`src/rtl/assert_macros.svh`:
```
// ----------------------------------------------------------------------------
// assert_macros.svh
// Assertion macros shared by the pulse encoder modules
// ----------------------------------------------------------------------------
`ifndef ASSERT_MACROS_SVH
`define ASSERT_MACROS_SVH

// property checked on every clock edge outside reset
`define LSPE_ASSERT(lbl, prop, msg) \
  lbl: assert property (@(posedge clk) disable iff (!rst_n) (prop)) else $error(msg);

// consequence checked in the cycle after the antecedent
`define LSPE_ASSERT_NEXT(lbl, ante, cons, msg) \
  lbl: assert property (@(posedge clk) disable iff (!rst_n) (ante) |=> (cons)) else $error(msg);

`endif

```
`src/rtl/lspe_pkg.sv`:
```
// ----------------------------------------------------------------------------
// lspe_pkg
// Types and constants of the LED strip pulse encoder
// ----------------------------------------------------------------------------
package lspe_pkg;

  localparam int unsigned PERIOD_W = 11;
  localparam int unsigned HIGH_W   = 10;
  localparam int unsigned RP_W     = 8;
  localparam int unsigned DUR_W    = 18;
  localparam int unsigned WORD_W   = 24;
  localparam int unsigned SEG_W    = 6;
  localparam int unsigned QDEPTH   = 2;
  localparam int unsigned IDX_W    = 3;

  localparam logic [PERIOD_W-1:0] PERIOD_MIN = 11'd2;
  localparam logic [DUR_W-1:0]    DUR_MAX    = 18'h3FFFF;
  localparam logic [SEG_W-1:0]    LAST_BIT_SEG = 6'd47;
  localparam logic [SEG_W-1:0]    LATCH_SEG    = 6'd48;

  typedef enum logic [1:0] {
    SEG_HIGH  = 2'd0,
    SEG_LOW   = 2'd1,
    SEG_LATCH = 2'd2
  } seg_kind_t;

  typedef enum logic [IDX_W-1:0] {
    REG_BIT_PERIOD    = 3'd0,
    REG_ZERO_HIGH     = 3'd1,
    REG_ONE_HIGH      = 3'd2,
    REG_COLOR_ORDER   = 3'd3,
    REG_INVERT_LINE   = 3'd4,
    REG_RESET_PERIODS = 3'd5
  } cfg_reg_t;

  typedef struct packed {
    logic [PERIOD_W-1:0] bit_period;
    logic [HIGH_W-1:0]   zero_high;
    logic [HIGH_W-1:0]   one_high;
    logic                color_order;
    logic                invert_line;
    logic [RP_W-1:0]     reset_periods;
  } lspe_cfg_t;

  // one classified pixel as it waits for the back end
  typedef struct packed {
    logic [WORD_W-1:0]   word;
    logic                last;
    logic [PERIOD_W-1:0] period;
    logic [HIGH_W-1:0]   t0;
    logic [HIGH_W-1:0]   t1;
    logic [DUR_W-1:0]    latch;
    logic                inv;
  } pix_entry_t;

endpackage

```
`src/rtl/led_strip_pulse_encoder.sv`:
```
// ----------------------------------------------------------------------------
// led_strip_pulse_encoder
// One-wire addressable LED pulse encoder: pixels in, line segments out
// ----------------------------------------------------------------------------
// a pixel passes the pixel queue and the back end pixel register; its segments leave
//   the back end output register one per cycle while out_ready is high,
//   48 segments per pixel, 49 for a pixel that ends the frame
// a 2-entry pixel queue lets the input keep taking pixels while segments stall
// reset (synchronous, rst_n low) empties queue and output, loads default timing
module led_strip_pulse_encoder
  import lspe_pkg::*;
(
  input  logic        clk,
  input  logic        rst_n,
  input  logic        cfg_we,
  input  logic [2:0]  cfg_index,
  input  logic [10:0] cfg_wdata,
  input  logic        in_valid,
  output logic        in_ready,
  input  logic [7:0]  in_red,
  input  logic [7:0]  in_green,
  input  logic [7:0]  in_blue,
  input  logic        in_last_pixel,
  output logic        out_valid,
  input  logic        out_ready,
  output logic        out_line_level,
  output logic [17:0] out_duration_ticks,
  output logic [1:0]  out_segment_kind,
  output logic        out_last_segment
);

  lspe_cfg_t  cfg_r;
  logic       q_push, q_pop, q_full, q_not_empty;
  pix_entry_t q_wdata, q_head;

  always_ff @(posedge clk) begin
    if (!rst_n) begin
      cfg_r.bit_period    <= 11'd75;
      cfg_r.zero_high     <= 10'd24;
      cfg_r.one_high      <= 10'd48;
      cfg_r.color_order   <= 1'b0;
      cfg_r.invert_line   <= 1'b0;
      cfg_r.reset_periods <= 8'd60;
    end else if (cfg_we) begin
      case (cfg_reg_t'(cfg_index))
        REG_BIT_PERIOD:    cfg_r.bit_period    <= cfg_wdata;
        REG_ZERO_HIGH:     cfg_r.zero_high     <= cfg_wdata[HIGH_W-1:0];
        REG_ONE_HIGH:      cfg_r.one_high      <= cfg_wdata[HIGH_W-1:0];
        REG_COLOR_ORDER:   cfg_r.color_order   <= cfg_wdata[0];
        REG_INVERT_LINE:   cfg_r.invert_line   <= cfg_wdata[0];
        REG_RESET_PERIODS: cfg_r.reset_periods <= cfg_wdata[RP_W-1:0];
        default: ;
      endcase
    end
  end

  lspe_front u_front (
    .cfg           (cfg_r),
    .in_valid      (in_valid),
    .in_ready      (in_ready),
    .in_red        (in_red),
    .in_green      (in_green),
    .in_blue       (in_blue),
    .in_last_pixel (in_last_pixel),
    .q_full        (q_full),
    .q_push        (q_push),
    .q_data        (q_wdata)
  );

  lspe_fifo u_fifo (
    .clk       (clk),
    .rst_n     (rst_n),
    .push      (q_push),
    .push_data (q_wdata),
    .full      (q_full),
    .pop       (q_pop),
    .not_empty (q_not_empty),
    .head      (q_head)
  );

  lspe_back u_back (
    .clk                (clk),
    .rst_n              (rst_n),
    .q_not_empty        (q_not_empty),
    .q_head             (q_head),
    .q_pop              (q_pop),
    .out_valid          (out_valid),
    .out_ready          (out_ready),
    .out_line_level     (out_line_level),
    .out_duration_ticks (out_duration_ticks),
    .out_segment_kind   (out_segment_kind),
    .out_last_segment   (out_last_segment)
  );

endmodule

```
`src/rtl/lspe_front.sv`:
```
// ----------------------------------------------------------------------------
// lspe_front
// Accepts pixels, orders the color bytes and clamps the bit timing
// ----------------------------------------------------------------------------
module lspe_front
  import lspe_pkg::*;
(
  input  lspe_cfg_t  cfg,
  input  logic       in_valid,
  output logic       in_ready,
  input  logic [7:0] in_red,
  input  logic [7:0] in_green,
  input  logic [7:0] in_blue,
  input  logic       in_last_pixel,
  input  logic       q_full,
  output logic       q_push,
  output pix_entry_t q_data
);

  logic [PERIOD_W-1:0]      period;
  logic [RP_W+PERIOD_W-1:0] latch_full;

  always_comb begin
    period = (cfg.bit_period < PERIOD_MIN) ? PERIOD_MIN : cfg.bit_period;
    q_data.period = period;
    q_data.t0 = ({1'b0, cfg.zero_high} >= period) ?
                HIGH_W'(period - 11'd1) : cfg.zero_high;
    q_data.t1 = ({1'b0, cfg.one_high} >= period) ?
                HIGH_W'(period - 11'd1) : cfg.one_high;
    latch_full = (RP_W+PERIOD_W)'(cfg.reset_periods) * (RP_W+PERIOD_W)'(period);
    // 8x11 product can exceed the 18-bit duration field
    q_data.latch = (latch_full > (RP_W+PERIOD_W)'(DUR_MAX)) ?
                   DUR_MAX : latch_full[DUR_W-1:0];
    q_data.word = cfg.color_order ? {in_red, in_green, in_blue}
                                  : {in_green, in_red, in_blue};
    q_data.last = in_last_pixel;
    q_data.inv  = cfg.invert_line;
  end

  assign in_ready = !q_full;
  assign q_push   = in_valid && !q_full;

endmodule

```
`src/rtl/lspe_fifo.sv`:
```
// ----------------------------------------------------------------------------
// lspe_fifo
// Short queue of classified pixels between front and back end
// ----------------------------------------------------------------------------
`include "assert_macros.svh"

module lspe_fifo
  import lspe_pkg::*;
(
  input  logic       clk,
  input  logic       rst_n,
  input  logic       push,
  input  pix_entry_t push_data,
  output logic       full,
  input  logic       pop,
  output logic       not_empty,
  output pix_entry_t head
);

  localparam int unsigned ADDR_W = (QDEPTH > 1) ? $clog2(QDEPTH) : 1;
  localparam int unsigned CNT_W  = $clog2(QDEPTH + 1);

  pix_entry_t          mem_r [QDEPTH];
  logic [ADDR_W-1:0]   wr_ptr_r, rd_ptr_r;
  logic [CNT_W-1:0]    count_r, count_nxt;

  function automatic logic [ADDR_W-1:0] ptr_inc(input logic [ADDR_W-1:0] p);
    ptr_inc = (p == ADDR_W'(QDEPTH - 1)) ? '0 : p + 1'b1;
  endfunction

  assign full      = (count_r == CNT_W'(QDEPTH));
  assign not_empty = (count_r != '0);
  assign head      = mem_r[rd_ptr_r];

  always_comb begin
    count_nxt = count_r;
    case ({push, pop})
      2'b10:   count_nxt = count_r + 1'b1;
      2'b01:   count_nxt = count_r - 1'b1;
      default: count_nxt = count_r;
    endcase
  end

  always_ff @(posedge clk) begin
    if (!rst_n) begin
      wr_ptr_r <= '0;
      rd_ptr_r <= '0;
      count_r  <= '0;
    end else begin
      if (push) wr_ptr_r <= ptr_inc(wr_ptr_r);
      if (pop)  rd_ptr_r <= ptr_inc(rd_ptr_r);
      count_r <= count_nxt;
    end
  end

  always_ff @(posedge clk) begin
    if (push) mem_r[wr_ptr_r] <= push_data;
  end

  `LSPE_ASSERT(a_no_overflow, !(push && full), "push into full queue")
  `LSPE_ASSERT(a_no_underflow, !(pop && !not_empty), "pop from empty queue")

endmodule

```
`src/rtl/lspe_back.sv`:
```
// ----------------------------------------------------------------------------
// lspe_back
// Walks one pixel's bits and emits one line segment per cycle unless the output stalls
// ----------------------------------------------------------------------------
`include "assert_macros.svh"

module lspe_back
  import lspe_pkg::*;
(
  input  logic              clk,
  input  logic              rst_n,
  input  logic              q_not_empty,
  input  pix_entry_t        q_head,
  output logic              q_pop,
  output logic              out_valid,
  input  logic              out_ready,
  output logic              out_line_level,
  output logic [DUR_W-1:0]  out_duration_ticks,
  output logic [1:0]        out_segment_kind,
  output logic              out_last_segment
);

  pix_entry_t         cur_r;
  logic               cur_v_r;
  logic [SEG_W-1:0]   seg_r;
  logic               out_valid_r, out_valid_nxt;
  logic               level_r, level_nxt;
  logic [DUR_W-1:0]   dur_r, dur_nxt;
  seg_kind_t          kind_r, kind_nxt;
  logic               lastseg_r, lastseg_nxt;

  logic               emit, done, load;
  logic [HIGH_W-1:0]  hi;

  always_comb begin
    emit = cur_v_r && (!out_valid_r || out_ready);
    done = (seg_r == LAST_BIT_SEG && !cur_r.last) || (seg_r == LATCH_SEG);
    load = q_not_empty && (!cur_v_r || (emit && done));
    hi   = cur_r.word[WORD_W-1] ? cur_r.t1 : cur_r.t0;

    if (seg_r == LATCH_SEG) begin
      level_nxt   = cur_r.inv;
      dur_nxt     = cur_r.latch;
      kind_nxt    = SEG_LATCH;
      lastseg_nxt = 1'b1;
    end else if (!seg_r[0]) begin
      level_nxt   = !cur_r.inv;
      dur_nxt     = DUR_W'(hi);
      kind_nxt    = SEG_HIGH;
      lastseg_nxt = 1'b0;
    end else begin
      level_nxt   = cur_r.inv;
      dur_nxt     = DUR_W'(cur_r.period - PERIOD_W'(hi));
      kind_nxt    = SEG_LOW;
      lastseg_nxt = (seg_r == LAST_BIT_SEG) && !cur_r.last;
    end

    out_valid_nxt = emit ? 1'b1 : (out_ready ? 1'b0 : out_valid_r);
  end

  always_ff @(posedge clk) begin
    if (!rst_n) begin
      cur_v_r     <= 1'b0;
      seg_r       <= '0;
      out_valid_r <= 1'b0;
    end else begin
      out_valid_r <= out_valid_nxt;
      if (load) begin
        cur_v_r <= 1'b1;
        seg_r   <= '0;
      end else if (emit) begin
        if (done) cur_v_r <= 1'b0;
        else      seg_r   <= seg_r + 1'b1;
      end
    end
  end

  // payload registers
  always_ff @(posedge clk) begin
    if (load) begin
      cur_r <= q_head;
    end else if (emit && seg_r[0]) begin
      // next bit moves to the top after its low part
      cur_r.word <= {cur_r.word[WORD_W-2:0], 1'b0};
    end
    if (emit) begin
      level_r   <= level_nxt;
      dur_r     <= dur_nxt;
      kind_r    <= kind_nxt;
      lastseg_r <= lastseg_nxt;
    end
  end

  assign q_pop              = load;
  assign out_valid          = out_valid_r;
  assign out_line_level     = level_r;
  assign out_duration_ticks = dur_r;
  assign out_segment_kind   = kind_r;
  assign out_last_segment   = lastseg_r;

  `LSPE_ASSERT(a_seg_range, !cur_v_r || (seg_r <= LATCH_SEG), "segment index out of range")
  `LSPE_ASSERT(a_latch_only_last, !(cur_v_r && seg_r == LATCH_SEG) || cur_r.last, "latch on non-final pixel")
  `LSPE_ASSERT(a_latch_is_final, !(out_valid_r && kind_r == SEG_LATCH) || lastseg_r, "latch segment not flagged final")
  `LSPE_ASSERT_NEXT(a_load_start, load, cur_v_r && seg_r == '0, "pixel load did not restart segments")

endmodule
```
`config.mk`:
```
export PLATFORM = sky130hd
export DESIGN_NAME = led_strip_pulse_encoder
export DESIGN_NICKNAME = d
export VERILOG_FILES = /design/src/rtl/lspe_pkg.sv /design/src/rtl/led_strip_pulse_encoder.sv /design/src/rtl/lspe_front.sv /design/src/rtl/lspe_fifo.sv /design/src/rtl/lspe_back.sv
export VERILOG_INCLUDE_DIRS = /design/src /design/src/rtl
export SDC_FILE = /design/constraint.sdc
export NUM_CORES = 1
export LEC_CHECK = 0
export ABC_AREA = 1
export BUFFER_PORTS_ARGS = -buffer_cell sky130_fd_sc_hd__buf_2
export CELL_PAD_IN_SITES_DETAIL_PLACEMENT = 0
export CELL_PAD_IN_SITES_GLOBAL_PLACEMENT = 1
export CORE_ASPECT_RATIO = 2
export CORE_MARGIN = 3
export CORE_UTILIZATION = 46
export CTS_BUF_LIST = sky130_fd_sc_hd__clkbuf_8
export DETAILED_ROUTE_END_ITERATION = 12
export GPL_TIMING_DRIVEN = 0
export PLACE_DENSITY_LB_ADDON = 0.1
export SYNTH_ARGS = -nofsm -noshare
export SYNTH_HDL_FRONTEND = slang
export SYNTH_SLANG_ARGS = --single-unit
```
`constraint.sdc`:
```
create_clock -name clk -period 4.43 [get_ports clk]
set_clock_uncertainty 0.05 [all_clocks]
set_input_delay 0.6645 -clock clk [delete_from_list [all_inputs] [get_ports clk]]
set_output_delay 0.6645 -clock clk [all_outputs]
set_load 0.01 [all_outputs]
```
After elaboration in Yosys (flattened, before gate mapping)
Memories as Yosys holds them, arrays and structs flattened. A register that Yosys moved wholly into a read port is not among the register bits.
Index checks and enable logic that the tools add are counted.
{"block": "classes", "add_sub_neg": 7, "n_mul": 1, "div": 0, "magnitude_cmp": 4, "eq_ne": 10, "shifts": 0, "n_mux": 26, "bitwise_logic": 2, "n_reduce_logical": 30}
{"operator": "two-way mux 24 bit", "n": 3}
{"operator": "two-way mux 18 bit", "n": 3}
{"operator": "two-way mux 10 bit", "n": 3}
{"operator": "greater-or-equal comparator 10 x 11 -> 1 bit", "n": 2}
{"operator": "> comparator 19 x 18 -> 1 bit, second input constant", "n": 1}
{"operator": "multiplier 8 x 11 -> 19 bit", "n": 1}
{"operator": "AND reduction 2 bit", "n": 8}
{"operator": "two-way mux 1 bit", "n": 15}
{"operator": "equality test 6 bit, second input constant", "n": 2}
{"operator": "nonzero test 2 bit", "n": 6}
{"operator": "subtractor 11 x 10 -> 12 bit", "n": 1}
{"operator": "less-than comparator 11 x 2 -> 1 bit, second input constant", "n": 1}
{"operator": "two-way mux 11 bit", "n": 1}
{"operator": "subtractor 10 x 1 -> 10 bit, second input constant", "n": 1}
{"operator": "adder 6 x 1 -> 6 bit, second input constant", "n": 1}
{"operator": "equality test 3 x 2 -> 1 bit, second input constant", "n": 2}
{"operator": "equality test 3 bit, second input constant", "n": 2}
{"operator": "logical AND 1 bit", "n": 6}
{"operator": "logical NOT 1 bit", "n": 5}
{"operator": "equality test 2 bit, second input constant", "n": 2}
{"operator": "one-hot mux 2 bit (2 select lines)", "n": 1}
{"operator": "equality test 3 x 1 -> 1 bit, second input constant", "n": 1}
{"operator": "logical NOT 3 bit", "n": 1}
{"operator": "logical OR 1 bit", "n": 3}
{"operator": "6 further kinds", "n": 8}
{"block": "totals", "reg_bits": 150, "latchBits": 0, "mem_bits_rw": 150, "romBits": 0, "in_bits": 44, "out_inout_bits": 24, "word_cells": 104, "memories": 1}
{"name": "u_fifo.mem_r", "depth": 2, "width": 75, "read_ports": 1, "rd_ports_with_merged_regs": 1, "wr": 1, "line_no": "lspe_fifo.sv:23", "rtl": "pix_entry_t mem_r [QDEPTH];"}

Depth between registers and ports, before layout
{"block": "depth", "depth_word": 8, "depth_mapped": 26, "mapped_depth_nobuf": 24}

Hierarchy
Synthesis repeated with hierarchy kept, for this count alone.
{"block": "unflattened", "hier_cells": 1663, "hier_area_um2": 17093.9}
{"module": "lspe_fifo", "instances": 1, "cells_per_inst": 268, "area_each_um2": 5840.6, "seq_area_each_um2": 4604.4}
{"module": "lspe_back", "instances": 1, "cells_per_inst": 440, "area_each_um2": 4906.0, "seq_area_each_um2": 3072.9}
{"module": "lspe_front", "instances": 1, "cells_per_inst": 718, "area_each_um2": 4628.2, "seq_area_each_um2": 0.0}
{"module": "led_strip_pulse_encoder", "instances": 1, "cells_per_inst": 237, "area_each_um2": 1719.1, "seq_area_each_um2": 820.8}

Worst setup path before layout
OpenSTA, ideal clock, no wires.
{"block": "synth_timing", "path_type": "reg-to-reg", "start": "reg cfg_r[40] in the netlist's numbering", "end": "mem u_fifo.mem_r[0][11] in the netlist's numbering (data pin)", "setup_ns": 0.258, "arrival_time_ns": 4.527, "t_required_ns": 4.122, "path_slack_ns": -0.405, "stages_incl_launch_ff": 25, "n_path_buf": 3, "synth_period_minus_slack_ns": 4.835, "path_cell_list": "dfxtp_1 -> buf_6 -> nor2_1 -> nand3_1 -> nor2_1 -> nor2_2 -> buf_4 -> inv_1 -> nand2_1 -> fa_1 -> fa_1 -> inv_1 -> fa_1 -> inv_1 -> fa_1 -> inv_1 -> ha_1 -> a21o_1 -> a21oi_1 -> nand2_1 -> nand2_1 -> nand3b_2 -> nand2_4 -> buf_12 -> nand2_2"}
{"item": "start, declared", "line_no": "led_strip_pulse_encoder.sv:32", "rtl": "lspe_cfg_t cfg_r;"}
{"item": "end, declared", "line_no": "lspe_fifo.sv:23"}

==> impl_metrics.ini <==
[synth]
ys_warn_count = 0
yosys.area.top_type = edfxtp_1
async_flop_share_pct = 0
synth-seq-cells = 301
synth_edf_count = 247
syn_inst = 1593
synth_area_leaders = edfxtp_1 (46%), nand2_1 (10%), fa_1 (6.9%), dfxtp_1 (6.8%), ha_1 (5.7%)
syn_nets = 1765
yosysTopAreaCellShare_pct = 46.3
synth_cell_types = 44
synth_flop_cell = edfxtp_1
avgSynthCellArea_sq_um = 10.0
syn_area_sq_um = 16000
yosysSeqAreaShare_pct = 53.1

[critical_path]
r2r_cells = 23
cp_cell_sequence = nor2_4 > nand3_2 > nor2_4 > nor2_4 > buf_12 > clkinv_8 > nand2_4 > fa_2 > fa_1 > inv_1 > fa_1 > inv_1 > fa_1 > inv_2 > ha_4 > a21o_1 > a21oi_2 > nand2_2 > nand2_4 > nand3b_4 > nand2_8 > buf_12 > nand2_4
crit_family = adder cells
regToRegSetupSlack_ns = -0.14
crit_required_ns = 4.70
critical_path_class = flop to flop
end_kind = flop
crit_path_start_kind = flop
crit_cells = 23
worst-endpoint-arrival_ns = 4.84
critPathCapture = u_fifo.mem_r[1][4]$_DFFE_PP_
critPathBufInv = 6
slowest_delay_ns = 0.49
worstReg2RegStart = cfg_r[34]$_SDFFE_PN0P_
r2r_end = u_fifo.mem_r[1][4]$_DFFE_PP_
crit_fanout = 5
cp-startpoint = cfg_r[34]$_SDFFE_PN0P_
cpMaxStageDelayCell = fa_1

[sta]
rsz0062_at_grt = yes
whs_ns = 0.226
tightestPinTransition_ns = 0.921
min_period_over_period_pct = 103
fmax_mhz = 219
setup_viol = 36
min_period_ns = 4.57
hold_violations = 0
slew-limit-headroom_pct = 38.5
slew_viol_final = 0
worst_slack_ns = -0.144

[clock_network]
insertion_delay_ns = 0.59
cts_max_path_buffers = 3
cts.sinks = 301
cts-htree-levels = 2
cts_made_buffers = 44
clk_pin_slew_ns = 0.07
root_buffer = clkbuf_8
cts_tree = done

[placed_design]
port_buffers = 66
dp_hpwl_microns = 30000
dpl_cell_area_sq_um = 17100
place.gp.congestion = 0.878

[detailed_routing]
viasPerCell = 4.99
drc = 0
drt_iter0_markers = 417
vias = 11015
first_pass_iters = 5
avgRoutedWirePerCell_microns = 17.5
wl_microns = 38600
ant_nets = 0

[worst_hold_path]
hold_path.class = input pin to flop

[die]
die_h_microns = 270
start_util_pct = 46.6
die_w_microns = 138
rows = 96
io_pins = 68
dieArea_sq_um = 37200
core_sq_um = 34400

[pwr]
leakagePower_nw = 8.26
ir_drop_mv = 0.376
powerDensity_nw_per_um2 = 583

[global_routing]
grt_max_degree = 36
grt_usage_pct = 21.3
grt-ovfl-total = 0
grt_pass1_vias = 11473
grt_first_pass_wirelength_microns = 60100
antenna_found_initial = 2

[cells_and_area]
area_growth_pct = 16.2
fin_util_pct = 54.1
drive_gt1_share_pct = 18.3
nets = 1902
fillers = 3190
finish.instance_area_sq_um = 18600

[run]
drv_cap = 0

[status]
violations = negative setup slack
status = finished with violations
[registers in the layout, summed over array words and instances (netlist names), named ones only]
name / cells
cfg_r: 41
u_back.cur_r: 75
u_back.cur_v_r: 1
u_back.out_duration_ticks: 18
u_back.out_last_segment: 1
u_back.out_line_level: 1
u_back.out_segment_kind: 2
u_back.out_valid: 1
u_back.seg_r: 6
u_fifo.count_r: 2
u_fifo.mem_r: 150
u_fifo.rd_ptr_r: 1
u_fifo.wr_ptr_r: 1
[layout by cell type, fill, tap and decap left out, types with 31 or more instances in the layout]
cell type | Yosys | final
dfxtp_1 | 54 | 43
nor2_1 | 73 | 64
a21oi_1 | 62 | 55
fa_1 | 55 | 52
nand2_1 | 445 | 431
edfxtp_1 | 247 | 247
inv_1 | 224 | 223
mux2i_1 | 31 | 31
buf_2 | 10 | 75
clkbuf_8 | 0 | 50
o21ai_0 | 71 | 67
ha_1 | 73 | 65
[power breakdown]
group / internal (mW) / switching [mW] / leakage [nW] / total [mW]
Sequential: 4.15 / 0.205 / 2.76 / 4.35
Clock: 1.27 / 1.08 / 0.496 / 2.34
Combinational: 1.50 / 2.65 / 5.00 / 4.15
[worst min-delay path by stage]
| stage | from | to | slack, ns | depth (start not counted) |
|---|---|---|---|---|
| finish | in_blue[3] | u_fifo.mem_r[1][54]$_DFFE_PP_ | 0.23 | 1 |
| global route | in_blue[4] | u_fifo.mem_r[1][55]$_DFFE_PP_ | 0.19 | 1 |
| CTS | in_blue[3] | u_fifo.mem_r[1][54]$_DFFE_PP_ | 0.17 | 1 |
| detailed placement | cfg_r[0]$_SDFFE_PN0P_ | cfg_r[0]$_SDFFE_PN0P_ | 0.42 | 2 |
| global placement | cfg_r[8]$_SDFFE_PN0P_ | u_fifo.mem_r[1][0]$_DFFE_PP_ | 0.40 | 0 |
| floorplan | cfg_r[8]$_SDFFE_PN0P_ | u_fifo.mem_r[0][0]$_DFFE_PP_ | 0.37 | 0 |
[synthesized netlist by cell type, types with 13 or more instances]
cell type	instances
fa_1	55
o211ai_1	13
nand2_2	19
o21ai_0	71
mux2i_1	31
a21oi_1	62
nand3_1	30
edfxtp_1	247
nor2_1	73
nand2_1	445
o21ai_1	17
inv_1	224
ha_1	73
dfxtp_1	54
o21ai_2	23
clkbuf_1	43
[metal layers]
| layer | up-vias | wire (microns) | GRT usage, % |
|---|---|---|---|
| met5 | - | 0 | 0 |
| met4 | 0 | 2560 | 12.6 |
| met3 | 111 | 1180 | 2.85 |
| met2 | 222 | 22000 | 41.9 |
| met1 | 5192 | 12900 | 19.7 |
| li1 | 5490 | - | - |
[kinds of logic (layout without fill, tap and decap cells)]
family          Yosys count  in the layout  share of synthesized area [%]
flops                   301            301                           53.1
fa+ha+maj               128            128                           12.6
xor+xnor                 20             20                           1.09
other cells               0              2                              0
compound gates          210            210                           7.75
mux                      32             32                           2.01
buf+inv                 293            464                           7.42
simple gates            609            609                           16.1
[through the flow]
stage	worst slack, ns	power (mW)	setup TNS [ns]	instances
final	-0.144	10.8	-4.57	2207
after global routing	-0.326	11.6	-11.01	2206
after global placement	-0.795	8.24	-35.14	2100
after floorplan	-0.0595	7.14	-1.17	1593
after detailed placement	-0.805	8.36	-26.84	2106
after CTS	-0.254	10.9	-7.34	2204
[timing repair]
item                       in CTS  in global routing
cloned                          1                  0
hold buffers                    0                  0
gates resized for setup        81                 40
pin swaps                      21                 15
setup endpoints to repair      36                 36
buffers inserted               23                  5
[cell type report]
cell class              count  area, sq um  share of cell area [%]
flip-flops and latches    301         8520                    45.8
multi-input cells         999         6700                    36.0
inverters                 230          878                    4.72
repair buffers            100          706                    3.79
clock buffers              46          633                    3.40
well taps                 441          552                    2.97
plain buffers              54          322                    1.73
clock inverters            34          292                    1.57
diodes                      2         5.00                  0.0269
(Power assumes the default switching activity.)
